<file path="src/rtl/core/gccd_pkg.sv">
// ----------------------------------------------------------------------------
// gccd_pkg
// Shared types and constants of the Gray code column decoder: register map,
// reset values, sample kinds and the configuration bundle.
// ----------------------------------------------------------------------------
package gccd_pkg;

  localparam int unsigned AddrWidth = 4;
  localparam int unsigned DataWidth = 32;

  localparam logic [4:0] MaxPatterns = 5'd16;

  typedef enum logic [1:0] {
    RegThreshold = 2'd0,
    RegPatterns  = 2'd1,
    RegShift     = 2'd2,
    RegColCount  = 2'd3
  } reg_idx_e;

  typedef enum logic {
    ReqReference = 1'b0,
    ReqPattern   = 1'b1
  } req_e;

  localparam logic [7:0]  ResetThreshold = 8'd32;
  localparam logic [4:0]  ResetPatterns  = 5'd10;
  localparam logic [15:0] ResetShift     = 16'd0;
  localparam logic [16:0] ResetColCount  = 17'd1024;

  typedef struct packed {
    logic [7:0]  contrast_threshold;
    logic [4:0]  pattern_count;
    logic [15:0] column_shift;
    logic [16:0] column_count;
  } cfg_t;

endpackage

</file>
<file path="src/rtl/core/gccd_cfg.sv">
// ----------------------------------------------------------------------------
// gccd_cfg
// APB register file of the decoder: threshold, pattern count, column shift
// and column count, readable and writable, always ready.
// ----------------------------------------------------------------------------
module gccd_cfg (
  input  logic                                clk_i,
  input  logic                                rst_ni,
  input  logic                                psel,
  input  logic                                penable,
  input  logic                                pwrite,
  input  logic [gccd_pkg::AddrWidth-1:0]      paddr,
  input  logic [gccd_pkg::DataWidth-1:0]      pwdata,
  output logic [gccd_pkg::DataWidth-1:0]      prdata,
  output logic                                pready,
  output gccd_pkg::cfg_t                      cfg_o
);

  gccd_pkg::cfg_t     cfg_q;
  gccd_pkg::reg_idx_e idx;
  logic               wr_en;

  assign idx    = gccd_pkg::reg_idx_e'(paddr[3:2]);
  assign wr_en  = psel & penable & pwrite;
  assign pready = 1'b1;
  assign cfg_o  = cfg_q;

  always_ff @(posedge clk_i or negedge rst_ni) begin
    if (!rst_ni) begin
      cfg_q.contrast_threshold <= gccd_pkg::ResetThreshold;
      cfg_q.pattern_count      <= gccd_pkg::ResetPatterns;
      cfg_q.column_shift       <= gccd_pkg::ResetShift;
      cfg_q.column_count       <= gccd_pkg::ResetColCount;
    end else if (wr_en) begin
      case (idx)
        gccd_pkg::RegThreshold: cfg_q.contrast_threshold <= pwdata[7:0];
        gccd_pkg::RegPatterns:  cfg_q.pattern_count      <= pwdata[4:0];
        gccd_pkg::RegShift:     cfg_q.column_shift       <= pwdata[15:0];
        gccd_pkg::RegColCount:  cfg_q.column_count       <= pwdata[16:0];
        default: ;
      endcase
    end
  end

  always_comb begin
    prdata = '0;
    case (idx)
      gccd_pkg::RegThreshold: prdata = {24'd0, cfg_q.contrast_threshold};
      gccd_pkg::RegPatterns:  prdata = {27'd0, cfg_q.pattern_count};
      gccd_pkg::RegShift:     prdata = {16'd0, cfg_q.column_shift};
      gccd_pkg::RegColCount:  prdata = {15'd0, cfg_q.column_count};
      default:                prdata = '0;
    endcase
  end

endmodule

</file>
<file path="src/rtl/core/gray_code_column_decoder.sv">
// ----------------------------------------------------------------------------
// gray_code_column_decoder
// Structured-light decoder: a reference pair sets the pixel mask, then Gray
// code pairs are thresholded, converted to binary and summed into a column.
// ----------------------------------------------------------------------------
//  channel  | signals                                         | direction
//  ---------+-------------------------------------------------+----------
//  input    | in_valid_i/in_ready_o, req_type_i, first_sample_i,
//           | second_sample_i, prior_mask_i                   | in
//  output   | out_valid_o/out_ready_i, decoded_column_o,
//           | column_valid_o                                  | out
//  config   | psel, penable, pwrite, paddr, pwdata, prdata, pready | apb
//
// one transaction per cycle sustained while the output is not stalled; a
// sample pair passes an input register and one compare/add/subtract stage
// into the result register. reset clears pixel state and loads register
// defaults. a stalled result holds only the input register; the next pair is
// taken as soon as the result register is drained.
// ----------------------------------------------------------------------------
module gray_code_column_decoder (
  input  logic                           clk_i,
  input  logic                           rst_ni,
  input  logic                           in_valid_i,
  output logic                           in_ready_o,
  input  logic                           req_type_i,
  input  logic [7:0]                     first_sample_i,
  input  logic [7:0]                     second_sample_i,
  input  logic                           prior_mask_i,
  output logic                           out_valid_o,
  input  logic                           out_ready_i,
  output logic [15:0]                    decoded_column_o,
  output logic                           column_valid_o,
  input  logic                           psel,
  input  logic                           penable,
  input  logic                           pwrite,
  input  logic [gccd_pkg::AddrWidth-1:0] paddr,
  input  logic [gccd_pkg::DataWidth-1:0] pwdata,
  output logic [gccd_pkg::DataWidth-1:0] prdata,
  output logic                           pready
);

  gccd_pkg::cfg_t cfg;

  gccd_cfg u_cfg (
    .clk_i   (clk_i),
    .rst_ni  (rst_ni),
    .psel    (psel),
    .penable (penable),
    .pwrite  (pwrite),
    .paddr   (paddr),
    .pwdata  (pwdata),
    .prdata  (prdata),
    .pready  (pready),
    .cfg_o   (cfg)
  );

  // input register
  logic       in_valid_q;
  logic       req_type_q;
  logic [7:0] first_q;
  logic [7:0] second_q;
  logic       prior_q;

  // pixel state
  logic        lit_mask_q, lit_mask_d;
  logic        parity_q, parity_d;
  logic [4:0]  pos_q, pos_d;
  logic [15:0] sum_q, sum_d;

  // result register
  logic        out_valid_q, out_valid_d;
  logic [15:0] col_q, col_d;
  logic        cval_q, cval_d;

  logic        advance;
  logic        fire;
  logic        emit;
  logic [4:0]  n_eff;
  logic [7:0]  diff;
  logic        bit_ge;
  logic        par_new;
  logic [4:0]  pos_new;
  logic [15:0] sum_new;
  logic [4:0]  shamt;

  assign advance    = !out_valid_q || out_ready_i;
  assign fire       = in_valid_q && advance;
  assign in_ready_o = !in_valid_q || advance;

  always_comb begin
    if (cfg.pattern_count == 5'd0) begin
      n_eff = 5'd1;
    end else if (cfg.pattern_count > gccd_pkg::MaxPatterns) begin
      n_eff = gccd_pkg::MaxPatterns;
    end else begin
      n_eff = cfg.pattern_count;
    end
  end

  assign diff   = (first_q >= second_q) ? (first_q - second_q) : (second_q - first_q);
  assign bit_ge = first_q >= second_q;
  assign shamt  = n_eff - 5'd1 - pos_q;

  always_comb begin
    par_new = parity_q ^ bit_ge;
    pos_new = pos_q;
    sum_new = sum_q;
    if (pos_q < n_eff) begin
      if (par_new) begin
        sum_new = sum_q + (16'd1 << shamt[3:0]);
      end
      pos_new = pos_q + 5'd1;
    end
  end

  assign emit = (req_type_q == gccd_pkg::ReqPattern) && (pos_new >= n_eff);

  always_comb begin
    lit_mask_d = lit_mask_q;
    parity_d   = parity_q;
    pos_d      = pos_q;
    sum_d      = sum_q;
    if (fire) begin
      if (req_type_q == gccd_pkg::ReqReference) begin
        lit_mask_d = (diff >= cfg.contrast_threshold) | prior_q;
        parity_d   = 1'b0;
        pos_d      = 5'd0;
        sum_d      = 16'd0;
      end else if (emit) begin
        parity_d = 1'b0;
        pos_d    = 5'd0;
        sum_d    = 16'd0;
      end else begin
        parity_d = par_new;
        pos_d    = pos_new;
        sum_d    = sum_new;
      end
    end
  end

  always_comb begin
    out_valid_d = out_valid_q;
    if (advance) begin
      out_valid_d = fire && emit;
    end
    col_d  = (sum_new > cfg.column_shift) ? (sum_new - cfg.column_shift) : 16'd0;
    cval_d = lit_mask_q && ({1'b0, col_d} < cfg.column_count);
  end

  always_ff @(posedge clk_i or negedge rst_ni) begin
    if (!rst_ni) begin
      in_valid_q  <= 1'b0;
      out_valid_q <= 1'b0;
      lit_mask_q  <= 1'b0;
      parity_q    <= 1'b0;
      pos_q       <= 5'd0;
      sum_q       <= 16'd0;
    end else begin
      if (in_ready_o) begin
        in_valid_q <= in_valid_i;
      end
      out_valid_q <= out_valid_d;
      lit_mask_q  <= lit_mask_d;
      parity_q    <= parity_d;
      pos_q       <= pos_d;
      sum_q       <= sum_d;
    end
  end

  always_ff @(posedge clk_i) begin
    if (in_ready_o && in_valid_i) begin
      req_type_q <= req_type_i;
      first_q    <= first_sample_i;
      second_q   <= second_sample_i;
      prior_q    <= prior_mask_i;
    end
    if (fire && emit) begin
      col_q  <= col_d;
      cval_q <= cval_d;
    end
  end

  assign out_valid_o      = out_valid_q;
  assign decoded_column_o = col_q;
  assign column_valid_o   = cval_q;

endmodule

</file>
<file path="config.mk">
export PLATFORM = sky130hd
export DESIGN_NAME = gray_code_column_decoder
export DESIGN_NICKNAME = d
export VERILOG_FILES = /design/src/rtl/core/gccd_pkg.sv /design/src/rtl/core/gccd_cfg.sv /design/src/rtl/core/gray_code_column_decoder.sv
export SDC_FILE = /design/constraint.sdc
export NUM_CORES = 1
export LEC_CHECK = 0
export ABC_AREA = 1
export ABC_CLOCK_PERIOD_IN_PS = 6900
export BUFFER_PORTS_ARGS = -buffer_cell sky130_fd_sc_hd__buf_2
export CELL_PAD_IN_SITES_DETAIL_PLACEMENT = 0
export CELL_PAD_IN_SITES_GLOBAL_PLACEMENT = 1
export CORE_AREA = 2 2 116 174
export DETAILED_ROUTE_END_ITERATION = 10
export DIE_AREA = 0 0 118 176
export PLACE_DENSITY = 0.83
export REMOVE_ABC_BUFFERS = 1
export SLEW_MARGIN = 15
export SYNTH_ARGS = -nofsm -noshare
export SYNTH_HDL_FRONTEND = slang
export SYNTH_HIERARCHICAL = 1
export SYNTH_SLANG_ARGS = --single-unit
export TNS_END_PERCENT = 50
</file>
<file path="constraint.sdc">
create_clock -name clk_i -period 6.9 [get_ports clk_i]
set_input_delay 1.725 -clock clk_i [delete_from_list [all_inputs] [get_ports clk_i]]
set_output_delay 1.725 -clock clk_i [all_outputs]
set_load 0.01 [all_outputs]
</file>
### Yosys cells after proc, flatten, opt, wreduce, memory -nomap -nowiden

Cells that the tools add are included.

* flip-flop bits (word level): 106
* input bits: 61
* output and inout port bits: 52
* word-level logic and storage cells: 69

* add/sub/neg operators: 7
* $lt $le $gt $ge: 7
* eq/ne operators: 3
* shifts and indexed selects: 1
* mux-type cells: 14
* bitwise gates (word level): 5
* reductions and logical operators: 16

Operator list (count)
* one-hot mux 32 bit (4 select lines): 1
* two-way mux 16 bit: 5
* two-way mux 5 bit: 5
* less-than comparator 16 x 17 -> 1 bit: 1
* adder 16 bit: 1
* greater-or-equal comparator 8 bit: 2
* greater-than comparator 16 bit: 1
* << shifter 1 x 4 -> 16 bit, first input constant: 1
* subtractor 16 bit: 1
* subtractor 8 bit: 2
* AND reduction 2 bit: 5
* two-way mux 8 bit: 1
* adder 5 x 1 -> 5 bit, second input constant: 1
* greater-or-equal comparator 5 bit: 1
* greater-than comparator 5 bit, second input constant: 1
* logical AND 1 bit: 5
* zero test 5 bit: 1
* less-than comparator 5 bit: 1
* == test 2 bit, second input constant: 2
* subtractor 4 x 1 -> 4 bit, second input constant: 1
* subtractor 4 bit: 1
* AND 1 bit: 2
* == test 2 x 1 -> 1 bit, second input constant: 1
* zero test 1 bit: 2
* 6 further kinds: 8

### Depth between registers and ports, before layout

* depth after elaboration: 13
* mapped depth: 42
* mapped depth without buffers: 42

### Modules after synthesis

Netlist, hierarchy kept.

By module, submodules not included
* gray_code_column_decoder: times used 1, cells an instance 828, area an instance 5947.0 um^2, sequential area each 1676.6 um^2
* gccd_cfg: times used 1, cells an instance 295, area an instance 2239.6 um^2, sequential area each 1156.1 um^2

### Worst setup path before layout

Ideal clock, no wire load.

* path type: reg-to-reg
* start: reg u_cfg.cfg_q, in the netlist u_cfg/cfg_o[34]
* end: reg cval_q (netlist: column_valid_o) (data pin)
* library setup time: 0.251 ns
* data arrival time: 5.358 ns
* data required time: 6.649 ns
* slack: 1.291 ns
* cell stages (with the launch flop): 39
* path buffers: 1
* period minus slack after synthesis: 5.609 ns
* cell sequence: dfstp_2 -> inv_1 -> nand3_1 -> nand2_1 -> nand2_1 -> inv_1 -> ha_1 -> a21oi_1 -> nand3_1 -> nand2_1 -> inv_1 -> nor2_1 -> ha_1 -> inv_1 -> fa_1 -> o21ai_0 -> nand2_1 -> nand2_1 -> (+3 left out) -> nand2_1 -> nand2_1 -> nand2_1 -> inv_1 -> ha_1 -> nand2_1 -> nor4_1 -> nand3_1 -> nand2_1 -> buf_4 -> nor2_1 -> ha_1 -> nand4_1 -> nor3_1 -> and3_1 -> nand2_1 -> nand2_1 -> nor2_1

* cells in the longest elaborated chain, start to end: 13
* elaborated cells on any way between the ends: 16
* those cells by class: 4 x add/sub; 4 x order compare; 1 x shift; 5 x mux; 2 x reduce/logical

Ends and longest elaborated chain
* from (decl): line gccd_cfg.sv:19 `gccd_pkg::cfg_t cfg_q;`
* greater-than comparator 5 bit: line gray_code_column_decoder.sv:93 `end else if (cfg.pattern_count > gccd_pkg::MaxPatterns) begin`
* two-way mux 5 bit: line gray_code_column_decoder.sv:93
* two-way mux 5 bit (*): line gray_code_column_decoder.sv:91 `if (cfg.pattern_count == 5'd0) begin`
* subtractor 4 x 1 -> 4 bit: line gray_code_column_decoder.sv:102 `assign shamt = n_eff - 5'd1 - pos_q;`
* subtractor 4 bit: line gray_code_column_decoder.sv:102
* << shifter 1 x 4 -> 16 bit: line gray_code_column_decoder.sv:110 `sum_new = sum_q + (16'd1 << shamt[3:0]);`
* adder 16 bit: line gray_code_column_decoder.sv:110
* two-way mux 16 bit: line gray_code_column_decoder.sv:109 `if (par_new) begin`
* two-way mux 16 bit (*): line gray_code_column_decoder.sv:108 `if (pos_q < n_eff) begin`
* subtractor 16 bit / greater-than comparator 16 bit (equally long branches): line gray_code_column_decoder.sv:146 `col_d = (sum_new > cfg.column_shift) ? (sum_new - cfg.column_shift) : 16'd0;`
* two-way mux 16 bit (*): line gray_code_column_decoder.sv:146
* via col_d[15]: line gray_code_column_decoder.sv:72 `logic [15:0] col_q, col_d;`
* less-than comparator 16 x 17 -> 1 bit (*): line gray_code_column_decoder.sv:147 `cval_d = lit_mask_q && ({1'b0, col_d} < cfg.column_count);`
* logical AND 1 bit (*): line gray_code_column_decoder.sv:147
* via cval_d: line gray_code_column_decoder.sv:73 `logic cval_q, cval_d;`
* to (signal assigned): line gray_code_column_decoder.sv:179 `cval_q <= cval_d;`
* to (decl): line gray_code_column_decoder.sv:73

Mark *: on every way through the listed nets, which the timed path passes. The rest lies on a longest branch.
A chain may end at the register's enable or synchronous reset.

### Worst setup path after layout

* start: reg u_cfg.cfg_q, in the netlist u_cfg/cfg_o[36]
* end: reg cval_q (netlist: column_valid_o) (data pin)

The elaborated chain is that of the path after synthesis.

==> results by stage <==
Setup path:
- The dominant cell type by count on the critical path is sky130_fd_sc_hd__nand2_1.
- The biggest fanout along the worst timing path is 7.
- STA classifies the critical path endpoint as a register.
- For the worst flop-to-flop path, the logic depth is 41.
- In this run the critical register-to-register path is captured at column_valid_o.
- The slowest stage of the critical path is the sky130_fd_sc_hd__dfstp_2 cell.
- The worst register-to-register path has a setup slack of 620 ps.
- The critical path data arrival time is 6510 ps.
- By startpoint and endpoint, the worst setup path is classified as register to register.
- STA classifies the critical path startpoint as a register.
- The worst path required time is 7130 ps.
- The largest stage delay on the critical path is 580 ps.
- The reg-to-reg startpoint is u_cfg/cfg_o[36].

Power and ir drop:
- Combinational cells account for between 60% and 70% of the total power.
- The worst supply voltage drop on vdd is 326 uV.
- The internal power of the cells totals 2.10 mW.
- Registers are responsible for 24.5% of the overall power.
- For this design the total switching power over the nets is 1.81 mW.
- The total power divided by cell area is 421 nW/um^2.
- The static leakage power is between 5 and 6 nW.
- The total power of the final layout is just under 4 mW.
- The clock network is responsible for 14.1% of the overall power.
- Net switching is 46.3% of the power.

Synth:
- The share of synthesized area occupied by flip-flops and latches is around 35%.
- The average cell area after synthesis is around 7.3 um^2.
- During synthesis, Yosys emitted a total of 6 warnings.
- The number of synthesized flops with an enable pin is 35.
- The cell count after synthesis came out at 1,123.
- In the synthesized netlist the async set-or-reset flop fraction comes to between 60 and 70%.
- The total of flip-flops plus latches after synthesis is 106.
- In the synthesized netlist the dominant register cell turns out to be sky130_fd_sc_hd__dfrtp_1.
- The post-synthesis cell area is 8190 um^2.
- The number of different library cells used by synthesis comes to between 40 and 50.

CTS:
- The CTS tree is built.
- CTS placed an instance of sky130_fd_sc_hd__clkbuf_16 at the clock tree root.
- The number of setup buffers added after CTS is 0.
- After clock tree synthesis, the flow added hold-fix buffers numbering 0.
- In this run the deepest clock path goes through 2 buffers.
- The clock-pin slew on the worst setup and hold paths is 80 ps.
- The count of H-tree levels built during CTS is 3.
- The later pin in the worst-skew pair is clocked with a latency of ~360 ps.
- Post-CTS repair changed the size of 0 cells.
- The TritonCTS buffer count is 9.
- Counting every sink on the clock net gives between 100 and 150.

Final layout:
- The number of fillers in the final layout is 1,963.
- The layout net count is 1,370.
- The area added between synthesis and finish is 13.5%.
- The sequential cells in the finished layout cover a total of 2830 um^2.
- The layout cell share with drive strength beyond 1 is 14.4%.
- The antenna diode count is 0.
- The final cell utilization of the core is 48.5%.
- The multi-input combinational cells in the finished layout cover a total of 4620 um^2.

Drt:
- The detailed-route wire length is 21,200 um.
- In this run the remaining antenna-violating nets after routing total 0.
- After detailed routing, the average wire length per cell comes to roughly 14 um.
- The number of detailed-routing iterations run before antenna repair is 5.
- The via density per instance is 4.94.
- For this run, design rule violations remaining after detail routing come to 0.
- The detailed router placed ~7,300 vias in this run.
- After the first detailed-routing iteration, the DRC count stood at 318.

Floorplan:
- The floorplan has 62 rows.
- In this run the count of I/O pins placed on the die edge is 113.
- Once the floorplan was initialized, standard cells occupied 42.7% of the core.
- The total area inside the core boundary comes to 19,200 um^2.
- The die is 118 um wide.
- The die extent in y is 176 um.
- The full die area is 20,800 um^2.

Timing:
- Derived from the worst setup path, the maximum achievable clock frequency is between 150 and 200 MHz.
- The final count of hold timing violations is 0.
- The max-slew violation total from the final report is 0.
- The worst max-slew margin expressed relative to the limit is 30.0%.
- The final period utilization is 91.0%.
- On the final layout, the worst clock skew is 11.7 ps.
- Setup repair after global routing left no endpoint under its margin.
- The final total negative setup slack is 0 ps.
- The post-route minimum period is 6280 ps.
- Setup violations remaining at the end of the flow were counted as 0.
- For the pin with the worst max-slew slack, the measured transition is 1050 ps.

Hold path:
- The startpoint identified for the worst hold timing path is u_cfg/cfg_o[10].
- The worst hold path class is register to register.
- The worst hold endpoint is u_cfg/cfg_o[10].
- The worst hold path cell count is 2.

Run:
- The number of maximum-capacitance constraint violations is 0.

Status:
- The run finished with clean final reports.

Global routing:
- The via count of the first global-routing pass is 7,421.
- The first global-routing pass estimated 35,000 um of wire.
- The total global routing track utilization is 21.0%.
- The number of antenna violations at the first check in global routing was 0.
- The total overflow left after global routing is 0.
- The pin count of the biggest net entering global routing is 72.

Place:
- Summed over all nets, the half-perimeter wirelength after detailed placement is 16,700 um.
- The quantity of I/O buffers inserted on ports is 79.
- The final weighted congestion in routability-driven placement is 0.876.
cell type report:
cell class | count | area share (%)
multi-input combinational | 839 | 49.7
sequential | 106 | 30.5
clock inverter | 7 | 0.956
tap | 256 | 3.45
inverter | 158 | 6.38
timing repair buffer | 108 | 6.62
clock buffer | 9 | 2.42
sequential cells by signal, indices dropped and copies added, names as in the netlist:
signal,count
u_cfg/cfg_o,46
decoded_column_o,16
sum_q,16
first_q,8
second_q,8
pos_q,5
column_valid_o,1
in_valid_q,1
lit_mask_q,1
out_valid_o,1
parity_q,1
prior_q,1
req_type_q,1
synthesized netlist by cell type (2+ instances only):
cell                       count  area share [%]
sky130_fd_sc_hd__a21o_1        5            0.46
sky130_fd_sc_hd__a21oi_1      54             3.3
sky130_fd_sc_hd__and2_1        3            0.23
sky130_fd_sc_hd__buf_2         7            0.43
sky130_fd_sc_hd__buf_4        18             1.7
sky130_fd_sc_hd__buf_6         4            0.55
sky130_fd_sc_hd__clkbuf_1      4            0.18
sky130_fd_sc_hd__conb_1        2           0.092
sky130_fd_sc_hd__dfrtp_1      67              20
sky130_fd_sc_hd__dfstp_2       4             1.3
sky130_fd_sc_hd__edfxtp_1     35              13
sky130_fd_sc_hd__fa_1          5             1.2
sky130_fd_sc_hd__ha_1         82              13
sky130_fd_sc_hd__inv_1       152             7.0
sky130_fd_sc_hd__inv_2         6            0.28
sky130_fd_sc_hd__nand2_1     395              18
sky130_fd_sc_hd__nand2_2      11            0.84
sky130_fd_sc_hd__nand3_1      60             3.7
sky130_fd_sc_hd__nand3b_1      5            0.46
sky130_fd_sc_hd__nand4_1      16             1.2
sky130_fd_sc_hd__nor2_1       75             3.4
sky130_fd_sc_hd__nor2_2        2            0.15
sky130_fd_sc_hd__nor2_4        2            0.28
sky130_fd_sc_hd__nor3_1        9            0.55
sky130_fd_sc_hd__o21a_1        4            0.37
sky130_fd_sc_hd__o21ai_0      38             2.3
sky130_fd_sc_hd__o21ai_1       4            0.24
sky130_fd_sc_hd__o21ai_2       7            0.75
sky130_fd_sc_hd__o221ai_1      2            0.21
sky130_fd_sc_hd__o22ai_1       2            0.15
sky130_fd_sc_hd__xnor2_1      12             1.3
sky130_fd_sc_hd__xor2_1       15             1.6
cells by family after synthesis:
kind of cell             synth area share [%]
other                                  0.0917
AND/OR/NAND/NOR                          29.7
XOR/XNOR                                 2.89
adder cells (fa/ha/maj)                  13.8
flip-flops                               34.6
AO/OA/AOI/OAI                            8.70
buffers and inverters                    10.2
metrics by stage:
step | hold slack [ps] | cells | worst slack [ps] | cell area (um^2)
2_1_floorplan | 451 | 1103 | 1250 | 7990
3_3_place_gp | 461 | 1467 | 313 | 8930
3_5_place_dp | 463 | 1467 | 294 | 8930
4_1_cts | 474 | 1483 | 261 | 9250
5_1_grt | 507 | 1483 | 3.66 | 9290
6_report | 475 | 1483 | 622 | 9290
worst max path at each step:
stage	from	endpoint	slack (ps)	depth (start not counted)
CTS	u_cfg/cfg_o[36]	column_valid_o	260	42
global placement	u_cfg/cfg_o[34]	column_valid_o	310	42
floorplan	u_cfg/cfg_o[34]	column_valid_o	1250	37
detailed placement	u_cfg/cfg_o[36]	column_valid_o	290	42
finish	u_cfg/cfg_o[36]	column_valid_o	620	41
global route	u_cfg/cfg_o[34]	column_valid_o	4	42
worst max-delay path, delay by kind of cell (launching register included):
family                   cells  cell delay [ps]
AO/OA/AOI/OAI                5              680
AND/OR/NAND/NOR             27             2960
flip-flops                   1              580
buffers and inverters        5              640
adder cells (fa/ha/maj)      4             1280
placed cells by master, fill, tap and decap left out, types with 16 or more instances in the layout:
| cell | count |
|---|---|
| sky130_fd_sc_hd__nand4_1 | 16 |
| sky130_fd_sc_hd__ha_1 | 80 |
| sky130_fd_sc_hd__nand3_1 | 59 |
| sky130_fd_sc_hd__buf_4 | 30 |
| sky130_fd_sc_hd__buf_2 | 78 |
| sky130_fd_sc_hd__nand2_1 | 393 |
| sky130_fd_sc_hd__nor2_1 | 69 |
| sky130_fd_sc_hd__conb_1 | 16 |
| sky130_fd_sc_hd__inv_1 | 152 |
| sky130_fd_sc_hd__dfrtp_1 | 67 |
| sky130_fd_sc_hd__o21ai_0 | 34 |
| sky130_fd_sc_hd__edfxtp_1 | 35 |
| sky130_fd_sc_hd__a21oi_1 | 52 |
per-layer routing:
layer	share of wire, %	global-route usage (%)	up-vias
met1	40	22.9	3405
met4	2.6	7.93	0
met2	54	41.0	123
met5	0	0	-
li1	-	-	3763
met3	2.9	2.68	31
power by group through the flow:
stage	Clock, mW	Sequential, mW	Combinational (mW)
2_1_floorplan	0	0.966	1.54
3_3_place_gp	0	0.968	2.34
3_5_place_dp	0	0.970	2.36
4_1_cts	0.562	0.959	2.38
5_1_grt	0.585	0.973	2.76
6_report	0.551	0.958	2.40
Power figures use the tool's default switching activity.
